## config.mk

```make
export PLATFORM = sky130hd
export DESIGN_NAME = lpm_cell
export DESIGN_NICKNAME = d
export VERILOG_FILES = /design/src/rtl/lpm_pkg.sv /design/src/rtl/lpm_cell.sv
export SDC_FILE = /design/constraint.sdc
export NUM_CORES = 1
export LEC_CHECK = 0
export BUFFER_PORTS_ARGS = -buffer_cell sky130_fd_sc_hd__buf_2
export CORE_MARGIN = 2
export CORE_UTILIZATION = 55
export CTS_CLUSTER_DIAMETER = 80
export DETAILED_ROUTE_END_ITERATION = 10
export GPL_TIMING_DRIVEN = 0
export PLACE_DENSITY_LB_ADDON = 0.3
export REMOVE_ABC_BUFFERS = 1
export SYNTH_ARGS = -nofsm -noshare
export SYNTH_HDL_FRONTEND = slang
export SYNTH_SLANG_ARGS = --single-unit
```

## constraint.sdc

```tcl
create_clock -name clk -period 8.92 [get_ports clk]
set_input_delay 0.446 -clock clk [delete_from_list [all_inputs] [get_ports clk]]
set_output_delay 0.446 -clock clk [all_outputs]
set_load 0.02 [all_outputs]
```

## src/rtl/lpm_pkg.sv

```systemverilog
`timescale 1ns / 1ps

package lpm_pkg;

    localparam int KEY_BITS = 32;
    localparam int LEN_BITS = 6;

    localparam logic [1:0] FUNC_LOOKUP = 2'd0;
    localparam logic [1:0] FUNC_INSERT = 2'd1;
    localparam logic [1:0] FUNC_DELETE = 2'd2;

    localparam logic [1:0] ST_OK        = 2'd0;
    localparam logic [1:0] ST_NOT_FOUND = 2'd1;
    localparam logic [1:0] ST_FULL      = 2'd2;
    localparam logic [1:0] ST_BAD_LEN   = 2'd3;

    localparam logic [LEN_BITS-1:0] MAX_LEN = LEN_BITS'(KEY_BITS);

    // Request held steady for the whole scan of the chain.
    typedef struct packed {
        logic [1:0]          func;
        logic [LEN_BITS-1:0] len;
        logic [KEY_BITS-1:0] addr;
        logic [KEY_BITS-1:0] key;
    } lpm_op_t;

    // Running result handed from cell to cell.
    typedef struct packed {
        logic [LEN_BITS-1:0] best_len;
        logic                exact_found;
        logic                free_found;
    } lpm_carry_t;

    // Table update applied in the commit cycle.
    typedef struct packed {
        logic upd;
        logic ins;
        logic del;
    } lpm_commit_t;

    function automatic logic [KEY_BITS-1:0] len_mask(input logic [LEN_BITS-1:0] len);
        logic [LEN_BITS-1:0] shift;
        shift = MAX_LEN - len;
        if (len == '0)
            return '0;
        else
            return {KEY_BITS{1'b1}} << shift;
    endfunction

endpackage

```

## src/rtl/lpm_cell.sv

```systemverilog
`timescale 1ns / 1ps

module lpm_cell
    import lpm_pkg::*;
#(
    parameter int VALUE_BITS = 32
)
(
    input  logic                  clk,
    input  logic                  rst_n,
    input  lpm_op_t               op,
    input  logic [VALUE_BITS-1:0] wr_value,
    input  lpm_commit_t           commit,
    input  lpm_carry_t            carry_in,
    input  logic [VALUE_BITS-1:0] value_in,
    output lpm_carry_t            carry_out,
    output logic [VALUE_BITS-1:0] value_out
);

    logic                  valid_reg;
    logic [LEN_BITS-1:0]   prefix_reg;
    logic [KEY_BITS-1:0]   key_reg;
    logic [VALUE_BITS-1:0] value_reg;

    lpm_carry_t            carry_reg;
    lpm_carry_t            carry_next;
    logic [VALUE_BITS-1:0] best_value_reg;
    logic [VALUE_BITS-1:0] best_value_next;

    logic match;
    logic better;
    logic exact;
    logic first_free;

    always_comb
    begin
        match      = valid_reg && (key_reg == (op.addr & len_mask(prefix_reg)));
        // strict compare keeps the lowest slot on equal lengths
        better     = match && (prefix_reg > carry_in.best_len);
        exact      = valid_reg && (prefix_reg == op.len) && (key_reg == op.key);
        first_free = !valid_reg && !carry_in.free_found;

        carry_next.best_len    = better ? prefix_reg : carry_in.best_len;
        carry_next.exact_found = carry_in.exact_found | exact;
        carry_next.free_found  = carry_in.free_found | !valid_reg;
        best_value_next        = better ? value_reg : value_in;
    end

    always_ff @(posedge clk or negedge rst_n)
    begin
        if (!rst_n)
        begin
            valid_reg <= 1'b0;
            carry_reg <= '0;
        end
        else
        begin
            carry_reg <= carry_next;
            if (commit.ins && first_free)
                valid_reg <= 1'b1;
            else if (commit.del && exact)
                valid_reg <= 1'b0;
        end
    end

    always_ff @(posedge clk)
    begin
        best_value_reg <= best_value_next;
        if (commit.ins && first_free)
        begin
            prefix_reg <= op.len;
            key_reg    <= op.key;
            value_reg  <= wr_value;
        end
        else if (commit.upd && exact)
        begin
            value_reg <= wr_value;
        end
    end

    assign carry_out = carry_reg;
    assign value_out = best_value_reg;

endmodule

```

Word-level counts from Yosys, hierarchy flattened
Index checks and enable logic that the tools add are counted.

Register bits after elaboration: 111. Word-level logic and storage cells: 37.

Add/subtract/negate cells: 1. $lt $le $gt $ge: 1. Equality and inequality tests: 3. Shift-type cells: 1. Mux-type cells: 7. Bitwise operators: 3. Reductions and logical operators: 13.

Operator list (count): $mux W32 (4); $eq A32 B32 Y1 (2); $and A32 B32 Y32 (1); $shl A32 B6 Y32 const A (1); $logic_and A1 B1 Y1 (8); $eq A6 B6 Y1 (1); $gt A6 B6 Y1 (1); $logic_not A6 Y1 (1); $mux W6 (1); $sub A6 B6 Y6 const A (1); $reduce_bool A2 Y1 (2); $logic_not A1 Y1 (2); $mux W1 (2); $or A1 B1 Y1 (2).

Depth between registers and ports, before layout
Gate-level depths: netlist of run 1.

Depth after elaboration: 8. Mapped depth: 16.

Least setup slack after synthesis of run 1
OpenSTA, ideal clock, no wires.

Kind: input port to flip-flop. Start point: in carry_in[0] (netlist name). End point: reg value_reg[0], enable pin. Data arrival time: 4150 ps. Data required time: 8532 ps. Path slack: 4382 ps. Stages: 2. Buffers on the path: 0. Cell sequence: nor3b_1 -> a21o_1.

Cells in the longest elaborated chain, start to end: 4.

Ends and longest elaborated chain: from (decl) (line lpm_cell.sv:14) `input lpm_carry_t carry_in,`; $logic_not A1 Y1 (line lpm_cell.sv:41) `first_free = !valid_reg && !carry_in.free_found;`; $logic_and A1 B1 Y1 (line lpm_cell.sv:41); $logic_and A1 B1 Y1 (line lpm_cell.sv:69) `if (commit.ins && first_free)`; $reduce_bool A2 Y1 (no source line); to (signal assigned) (line lpm_cell.sv:73) `value_reg <= wr_value;`; to (signal assigned) (line lpm_cell.sv:77) `value_reg <= wr_value;`; to (decl) (line lpm_cell.sv:23) `logic [VALUE_BITS-1:0] value_reg;`.

Every way passes these cells. A chain may end at the register's enable or synchronous reset.

Worst setup path after layout of run 1
Start point: reg prefix_reg[0]. End point: reg best_value_reg[26] (netlist: value_out[26]).

Cells in the longest elaborated chain, start to end: 8. Elaborated cells on any way between the ends: 10.

Ends and longest elaborated chain: from (decl) (line lpm_cell.sv:21) `logic [LEN_BITS-1:0] prefix_reg;`; from (signal assigned) (line lpm_cell.sv:71) `prefix_reg <= op.len;`; $sub A6 B6 Y6 (line lpm_pkg.sv:43) `shift = MAX_LEN - len;`; $shl A32 B6 Y32 (line lpm_pkg.sv:47) `return {KEY_BITS{1'b1}} << shift;`; $mux W32 (line lpm_pkg.sv:44) `if (len == '0)`; $and A32 B32 Y32 (line lpm_cell.sv:37) `match = valid_reg && (key_reg == (op.addr & len_mask(prefix_reg)));`; $eq A32 B32 Y1 (line lpm_cell.sv:37); $logic_and A1 B1 Y1 (line lpm_cell.sv:37); $logic_and A1 B1 Y1 * (line lpm_cell.sv:39) `better = match && (prefix_reg > carry_in.best_len);`; $mux W32 * (line lpm_cell.sv:46) `best_value_next = better ? value_reg : value_in;`; via best_value_next[26] (line lpm_cell.sv:28) `logic [VALUE_BITS-1:0] best_value_next;`; to (signal assigned) (line lpm_cell.sv:68) `best_value_reg <= best_value_next;`; to (decl) (line lpm_cell.sv:27) `logic [VALUE_BITS-1:0] best_value_reg;`.

The timed path passes the listed nets; every way through them passes the cells marked *.

==> impl_metrics.csv, run 1 <==
group,metric,value,unit
global_routing,grt_pass1_vias,4685,
placed_design,place.gp.congestion,0.975,
cts,cts_setup_buffers,0,
logic_synthesis,synth_warnings,0,
logic_synthesis,synth-seq-area-share,51.6,%
die,fp.dieH,106,µm
cts,clock-sinks,111,
placed_design,place_ws,3.86,ns
cells_and_area,final_cell_area,6990,µm²
power_and_ir_drop,power.switching,0.291,mW
die,design.core.area,10200,µm²
critical_path,worstPathMaxFanout,38,
timing,holdWs,0.234,ns
drt,drtPass1Iterations,8,
timing,worst_slew_pin_slew,1.30,ns
timing,rsz0062_at_grt,"no",
cts,worst_skew_pair.late_latency,0.38,ns
drt,vias,4831,
cts,cts_tree,"done",
die,ios,189,
die,die_w,106,µm
global_routing,grt_pass1_wl,25.0,mm
logic_synthesis,ys_seq_elements,111,
logic_synthesis,synth_flop_cell,"edfxtp_1",
timing,period_minus_slack,5.38,ns
drt,vias_per_cell,6.00,
power_and_ir_drop,powerDensity,149,nW/µm²
logic_synthesis,syn_inst,484,
cts,root_buffer,"clkbuf_8",
die,dieArea,11300,µm²
die,std_cell_rows,37,
cts,hold_buffers,1,
critical_path,end_kind,"flip-flop",
timing,fin_crit_sh,60.3,%
cts,cts.path.max_buffers,2,
logic_synthesis,async_flop_share,8.11,%
power_and_ir_drop,ir_drop,0.114,mV
timing,setup_viol,0,
power_and_ir_drop,p_clk_share,29.5,%
power_and_ir_drop,switching_share,28.0,%
global_routing,antenna_found_initial,0,
min_path,worstHoldPathType,"in -> reg",
critical_path,critPathKind,"reg -> reg",
timing,relSlewSlack,13.0,%
run,timing.max_cap.violations,0,
timing,timing.final.ws_setup,3.54,ns
cells_and_area,areaGrowthSynthToFinish,21.4,%
timing,fin_setup_tns,0,ns
global_routing,grt_max_degree,39,
placed_design,post-dp-hpwl,12.5,mm
critical_path,crit_arrival,5.65,ns
power_and_ir_drop,p_seq_share,56.4,%
critical_path,required,9.18,ns
logic_synthesis,synth_area_per_cell,11.9,µm²
timing,fmax,0.186,GHz
logic_synthesis,synth_edf_count,70,
timing,drv_slew,0,
timing,finalHoldViolCount,0,
logic_synthesis,synth_cell_type_count,71,
cts,clkTransAtPathRegs,0.12,ns
drt,wl_per_cell,20.4,µm
cts,htree_num_levels,3,
placed_design,place_area,6780,µm²
drt,drt_iter0_markers,484,
drt,routed_wl,16.4,mm
outcome,run_status,"finished, final reports clean",
power_and_ir_drop,p_int,0.749,mW
global_routing,grt_overflow,0,
drt,ant_nets,0,
timing,finClkSkew,0.0154,ns
cells_and_area,layout-drive-gt1-share,38.6,%
drt,route.detailed.drc,0,
cts,postCtsResizedCells,0,
logic_synthesis,syn_area,5760,µm²
global_routing,grt_usage,28.9,%
die,start_util,56.3,%
critical_path,start_kind,"flip-flop",
cells_and_area,antenna_cells,0,
cells_and_area,nets,823,
power_and_ir_drop,p_comb_share,14.1,%
cts,cts_buffers,9,
power_and_ir_drop,p_leak,2.88,nW
placed_design,io_buffers,186,
power_and_ir_drop,power.total,1.04,mW
==> layout make-up <==
cell class,instances,area [µm²]
clock buffers,9,124
clock inverters,7,72.6
fillers,824,3240
inverters,27,101
multi-input cells,325,2570
flip-flops and latches,111,2970
well taps,136,170
repair buffers,190,978
==> worst max-delay path, cell delays in order, from the launching register on <==
cell and delay, ns:
edfxtp_1 0.84, inv_1 0.20, ha_1 0.49, nand2b_1 0.27
nor3_1 0.12, a211oi_1 0.90, nor2_1 0.11, a2111oi_0 0.72
o311ai_1 0.31, or4_4 0.89, mux2_4 0.39
==> per-layer routing <==
metal	up-vias	GRT usage (%)	wire, µm
met5	-	0	0
li1	2211	-	-
met1	2296	40.0	6530
met2	299	47.5	7960
met4	0	6.48	310
met3	25	5.58	1580
==> cell usage in the layout (no fill, tap or decap), types with 8 or more instances in the layout <==
master	instances
inv_1	27
edfxtp_1	70
dfrtp_1	9
nand2b_1	8
clkbuf_8	9
nor2_1	11
a31oi_1	8
ha_1	10
mux2_4	17
dfxtp_1	32
o21ai_0	18
nor4_1	10
buf_2	186
xor2_1	8
xnor2_1	39
mux2_2	19
a21oi_1	18
nand4_1	13
nand2_1	19
==> cell usage after synthesis, drive strengths merged, types with 4 or more instances <==
cell type  number  area [µm²]
nor2b           4        25.0
nand3           5        25.0
nor3            7        46.3
nor4           10        62.6
o311ai          4        35.0
buf            15        95.1
o31ai           6        45.0
a21oi          18        90.1
mux2i           6        60.1
o211ai          7        52.6
or3             5        31.3
nor2           12        47.6
nand2b          8        50.1
clkbuf          6        22.5
or4b            4        43.8
o2111ai         4        35.0
o21ai          18        90.1
inv            27         101
xor2            8        70.1
dfxtp          32         641
edfxtp         70        2100
nand2          19        71.3
or4             4        33.8
ha             10         125
xnor2          39         342
a211oi          7        52.6
or2             4        25.0
nand4          13        81.3
a31oi           8        50.1
dfrtp           9         225
mux2           36         469
==> through the flow <==
step	instances	util (%)
floorplan	463	-
global placement	785	65.9
detailed placement	788	66.3
CTS	805	68.3
global route	805	68.3
finish	805	68.3
==> logic make-up after synthesis <==
logic type	after synthesis	share of synthesized area, %
compound gates	111	14.0
mux	42	9.19
simple gates	115	12.1
fa+ha+maj	10	2.17
buf+inv	48	3.80
xor+xnor	47	7.15
flops	111	51.6
==> final timing paths <==
check | from | endpoint | slack (ns) | cells past startpoint
min reg2reg | value_reg[30] | value_out[30] | 0.48 | 1
max reg2reg | prefix_reg[0] | value_out[26] | 3.54 | 10
min in group asynchronous | rst_n | carry_out[6] | 0.43 | 2
max | prefix_reg[0] | value_out[26] | 3.54 | 10
min | wr_value[10] | value_reg[10] | 0.23 | 1
max in group asynchronous | rst_n | valid_reg | 8.30 | 2
==> power by group through the flow <==
stage	clock, mW	combinational (mW)	sequential [mW]
final	0.306	0.147	0.586
after global routing	0.325	0.159	0.588
after CTS	0.309	0.146	0.586
after detailed placement	0	0.144	0.597
after global placement	0	0.138	0.597
after floorplan	0	0.0644	0.605
No activity file was read; power rests on OpenSTA's default activity.
==> run 2: changes to the inputs <==
- CORE_UTILIZATION: 55 -> 51
- clock period: 8.92 -> 5.05 ns (I/O delays scaled with it)
==> impl_metrics.csv, run 2 (synthesized netlist as in run 1, its figures left out) <==
group,metric,value,unit
outcome,run_status,"finished, final reports clean",
drt,ant_nets,0,
cts,cts_buffers,9,
power_and_ir_drop,p_leak,2.93,nW
timing,finalHoldViolCount,0,
critical_path,end_kind,"flip-flop",
cts,worst_skew_pair.late_latency,0.35,ns
timing,worst_slew_pin_slew,1.25,ns
timing,period_minus_slack,5.00,ns
cells_and_area,nets,824,
power_and_ir_drop,ir_drop,0.302,mV
cells_and_area,areaGrowthSynthToFinish,23.7,%
min_path,worstHoldPathType,"in -> reg",
global_routing,grt_usage,27.6,%
cells_and_area,fin_util,65.1,%
cts,clock-sinks,111,
critical_path,slowest_stage,"or4_4",
timing,drv_slew,0,
timing,fmax,0.200,GHz
cells_and_area,layout-drive-gt1-share,39.0,%
cells_and_area,fillCellCount,915,
drt,vias_per_cell,5.89,
die,die_w,110,µm
cts,clkTransAtPathRegs,0.08,ns
cells_and_area,regArea,2970,µm²
critical_path,cp.depth,10,
timing,fin_crit_sh,99.0,%
placed_design,place.gp.congestion,0.956,
critical_path,worstRegToRegCells,10,
timing,relSlewSlack,16.8,%
drt,drtPass1Iterations,5,
timing,finClkSkew,0.0134,ns
placed_design,post-dp-hpwl,12.6,mm
global_routing,grt_pass1_vias,4903,
cts,cts_tree,"done",
cells_and_area,final_common_cell,"buf_2",
critical_path,required,5.30,ns
critical_path,path_buf_inv,1,
cts,root_buffer,"clkbuf_16",
global_routing,antenna_found_initial,1,
die,start_util,52.6,%
critical_path,start_kind,"flip-flop",
cells_and_area,multi_input_area,2590,µm²
timing,rsz0062_at_grt,"no",
die,std_cell_rows,38,
placed_design,io_buffers,186,
drt,drt_iter0_markers,348,
die,ios,189,
global_routing,grt_max_degree,39,
cts,htree_num_levels,3,
drt,vias,4768,
drt,wl_per_cell,20.4,µm
die,dieArea,12200,µm²
critical_path,max_stage_delay,0.79,ns
critical_path,path_delay_family,"simple AND/OR/NAND/NOR gates",
timing,holdWs,0.0707,ns
drt,route.detailed.drc,0,
critical_path,worstPathMaxFanout,38,
drt,routed_wl,16.5,mm
cts,cts.path.max_buffers,2,
cells_and_area,final_cell_mix,"186 x buf_2, 70 x edfxtp_1, 39 x xnor2_1",
die,fp.dieH,110,µm
critical_path,cpMostUsedCell,"o2111ai_1",
global_routing,grt_pass1_wl,25.0,mm
critical_path,crit_arrival,5.25,ns
power_and_ir_drop,powerDensity,285,nW/µm²
min_path,whs_path_depth,1,
die,design.core.area,10900,µm²
timing,setup_viol,0,
run,timing.max_cap.violations,0,
global_routing,grt_overflow,0,
critical_path,critPathKind,"reg -> reg",
cells_and_area,antenna_cells,0,
critical_path,crit_chain,"inv_1 -> ha_2 -> or3b_2 -> mux2i_2 -> o2111ai_1 -> xor2_1 -> o2111ai_1 -> or4_1 -> or4_4 -> mux2_4",
[run 2: cell type report]
class	instances	share of cell area (%)
sequential	111	41.7
tap	140	2.46
clock inverter	6	1.11
multi-input combinational	325	36.3
timing repair buffer	191	13.8
clock buffer	10	3.22
inverter	27	1.42
[run 2: timing repair]
action | 4_1_cts | 5_1_grt
buffers inserted | 0 | 1
hold buffers | 1 | 0
setup endpoints to repair | 35 | 35
resized for setup | 1 | 2
hold endpoints to repair | 9 | 0
[run 2: power breakdown]
| part | switching, mW | internal, mW | leakage (nW) |
|---|---|---|---|
| sequential | 0.0284 | 1.01 | 1.01 |
| combinational | 0.137 | 0.122 | 1.77 |
| clock | 0.343 | 0.394 | 0.148 |
[run 2: path summary, 6_finish.rpt]
kind	start	end	slack [ns]
setup / recovery	prefix_reg[1]	value_out[15]	0.05
hold / removal	wr_value[18]	value_reg[18]	0.07
setup reg to reg	prefix_reg[1]	value_out[15]	0.05
hold reg to reg	value_reg[25]	value_out[25]	0.47
max in group asynchronous	rst_n	carry_out[5]	4.58
min in group asynchronous	rst_n	carry_out[3]	0.29
[run 2: metal layers]
metal / vias to the layer above / global-route usage (%) / wire [µm]
met5: - / 0 / 13
met4: 2 / 8.13 / 363
met3: 34 / 8.70 / 1660
met2: 281 / 47.1 / 8180
met1: 2239 / 33.7 / 6310
li1: 2212 / - / -
[run 2: stage by stage]
stage          setup TNS (ns)  area [µm²]  power, mW  setup slack (ns)  std cells
2_1_floorplan               0        5640       1.18             0.519        463
3_3_place_gp           -43.60        6750       1.30             -1.05        789
3_5_place_dp            -3.17        6780       1.31            -0.109        792
4_1_cts                     0        7100       2.04            0.0451        809
5_1_grt                     0        7120       2.10            0.0355        810
6_report                    0        7120       2.03            0.0509        810
[run 2: worst reg2reg max path, stage by stage (launching register included)]
cell	delay, ns
edfxtp_1	0.71
inv_1	0.31
ha_2	0.47
or3b_2	0.57
mux2i_2	0.44
o2111ai_1	0.29
xor2_1	0.21
o2111ai_1	0.14
or4_1	0.55
or4_4	0.80
mux2_4	0.43
==> run 3: changes to the inputs <==
- ABC_CLOCK_PERIOD_IN_PS: not set -> 5050
- SETUP_SLACK_MARGIN: not set -> 0.4
==> impl_metrics.csv, run 3 (synthesized netlist as in run 1, its figures left out) <==
group,metric,value,unit
cells_and_area,antenna_cells,0,
cells_and_area,nets,828,
cts,clkTransAtPathRegs,0.08,ns
timing,rsz0062_at_grt,"no",
placed_design,dp_cells,792,
timing,finClkSkew,0.0127,ns
critical_path,critPathKind,"reg -> reg",
min_path,min_to,"value_reg[18]",
cts,cts_tree,"done",
placed_design,place_ws,-0.109,ns
timing,timing.final.ws_setup,0.483,ns
drt,ant_nets,0,
cells_and_area,layout-drive-gt1-share,39.3,%
die,std_cell_rows,38,
critical_path,worstPathMaxFanout,19,
min_path,whs_path_depth,1,
die,start_util,52.6,%
timing,drv_slew,0,
placed_design,place_area,6780,µm²
global_routing,grt_overflow,0,
critical_path,required,5.28,ns
cts,htree_num_levels,3,
critical_path,end_kind,"flip-flop",
cells_and_area,fin_util,65.4,%
die,dieArea,12200,µm²
power_and_ir_drop,ir_drop,0.300,mV
cells_and_area,final-instance-count-excl-fill,814,
cts,worst_skew_pair.late_latency,0.35,ns
timing,fin_crit_sh,90.4,%
power_and_ir_drop,powerDensity,284,nW/µm²
cts,root_buffer,"clkbuf_16",
cts,cts_buffers,9,
critical_path,start_kind,"flip-flop",
global_routing,grt_pass1_wl,25.2,mm
drt,drt_iter0_markers,391,
timing,fin_setup_tns,0,ns
global_routing,grt_pass1_vias,4968,
cts,cts.path.max_buffers,2,
drt,drtPass1Iterations,5,
cts,clock-sinks,111,
cells_and_area,final_common_cell,"buf_2",
drt,vias_per_cell,5.93,
drt,route.detailed.drc,0,
global_routing,grt_max_degree,39,
cells_and_area,areaGrowthSynthToFinish,24.3,%
min_path,worstHoldPathType,"in -> reg",
die,ios,189,
timing,fmax,0.219,GHz
cells_and_area,final_cell_mix,"186 x buf_2, 70 x edfxtp_1, 39 x xnor2_1",
placed_design,post-dp-hpwl,12.6,mm
critical_path,r2r_end,"value_out[28]",
critical_path,worstRegToRegCells,10,
outcome,run_status,"finished, final reports clean",
timing,period_minus_slack,4.57,ns
drt,routed_wl,16.9,mm
critical_path,r2r_setup_slack,0.48,ns
timing,worst_slew_pin_slew,1.25,ns
placed_design,place.gp.congestion,0.956,
timing,setup_viol,0,
timing,holdWs,0.0692,ns
die,design.core.area,10900,µm²
min_path,worstHoldStart,"wr_value[18]",
critical_path,r2r_start,"prefix_reg[0]",
critical_path,crit_arrival,4.80,ns
global_routing,grt_usage,27.9,%
drt,vias,4830,
timing,finalHoldViolCount,0,
placed_design,io_buffers,186,
drt,wl_per_cell,20.8,µm
run,timing.max_cap.violations,0,
power_and_ir_drop,power.total,2.03,mW
die,fp.dieH,110,µm
timing,relSlewSlack,16.7,%
global_routing,antenna_found_initial,1,
power_and_ir_drop,p_leak,2.94,nW
cells_and_area,final_cell_area,7150,µm²
die,die_w,110,µm
## run 3: changes by cell type in the layout (fill, tap and decap cells not counted), sizes merged
| cell | before | now |
|---|---|---|
| buf | 190 | 193 |
| or4 | 4 | 5 |
## run 3: where the power goes
part | internal (mW) | switching, mW
registers | 1.01 | 0.0269
logic | 0.123 | 0.140
clock network | 0.394 | 0.343
total | 1.52 | 0.510
## run 3: layer usage
metal / up-vias / GRT usage [%] / part of all wire [%]
li1: 2225 / - / -
met1: 2250 / 33.5 / 38
met2: 299 / 47.1 / 48
met3: 54 / 9.47 / 11
met4: 2 / 9.29 / 2.9
met5: - / 0 / 0.077
## run 3: worst max-delay path: stages, from the launching register on
cell and delay, ns:
edfxtp_1 0.51, inv_1 0.17, ha_2 0.43, or3b_2 0.56
mux2i_2 0.41, o2111ai_1 0.27, xor2_1 0.20, o2111ai_1 0.14
or4_1 0.61, or4_4 0.77, mux2_4 0.37
## run 3: repair_timing
action | in CTS | in global routing
buffers inserted | 2 | 2
cloned | 0 | 1
hold buffers | 1 | 0
hold endpoints to repair | 9 | 0
resized for setup | 2 | 2
pin swaps | 1 | 1
endpoints found under the setup margin | 38 | 38
## run 3: final cells by class
class / instances / area (µm²)
Sequential cell: 111 / 2970
Inverter: 27 / 101
Fill cell: 912 / 3780
Multi-Input combinational cell: 326 / 2600
Clock buffer: 10 / 229
Timing Repair Buffer: 194 / 1000
Tap cell: 140 / 175
Clock inverter: 6 / 78.8
## run 3: worst max path at each step
stage / cells past startpoint / startpoint / end / slack, ns
final: 10 / prefix_reg[0] / value_out[28] / 0.48
after detailed placement: 10 / prefix_reg[1] / value_out[27] / -0.11
after CTS: 10 / prefix_reg[0] / value_out[28] / 0.44
after global placement: 2 / valid_reg / value_reg[23] / -1.05
after global routing: 10 / prefix_reg[0] / value_out[28] / 0.40
after floorplan: 2 / valid_reg / value_reg[0] / 0.52
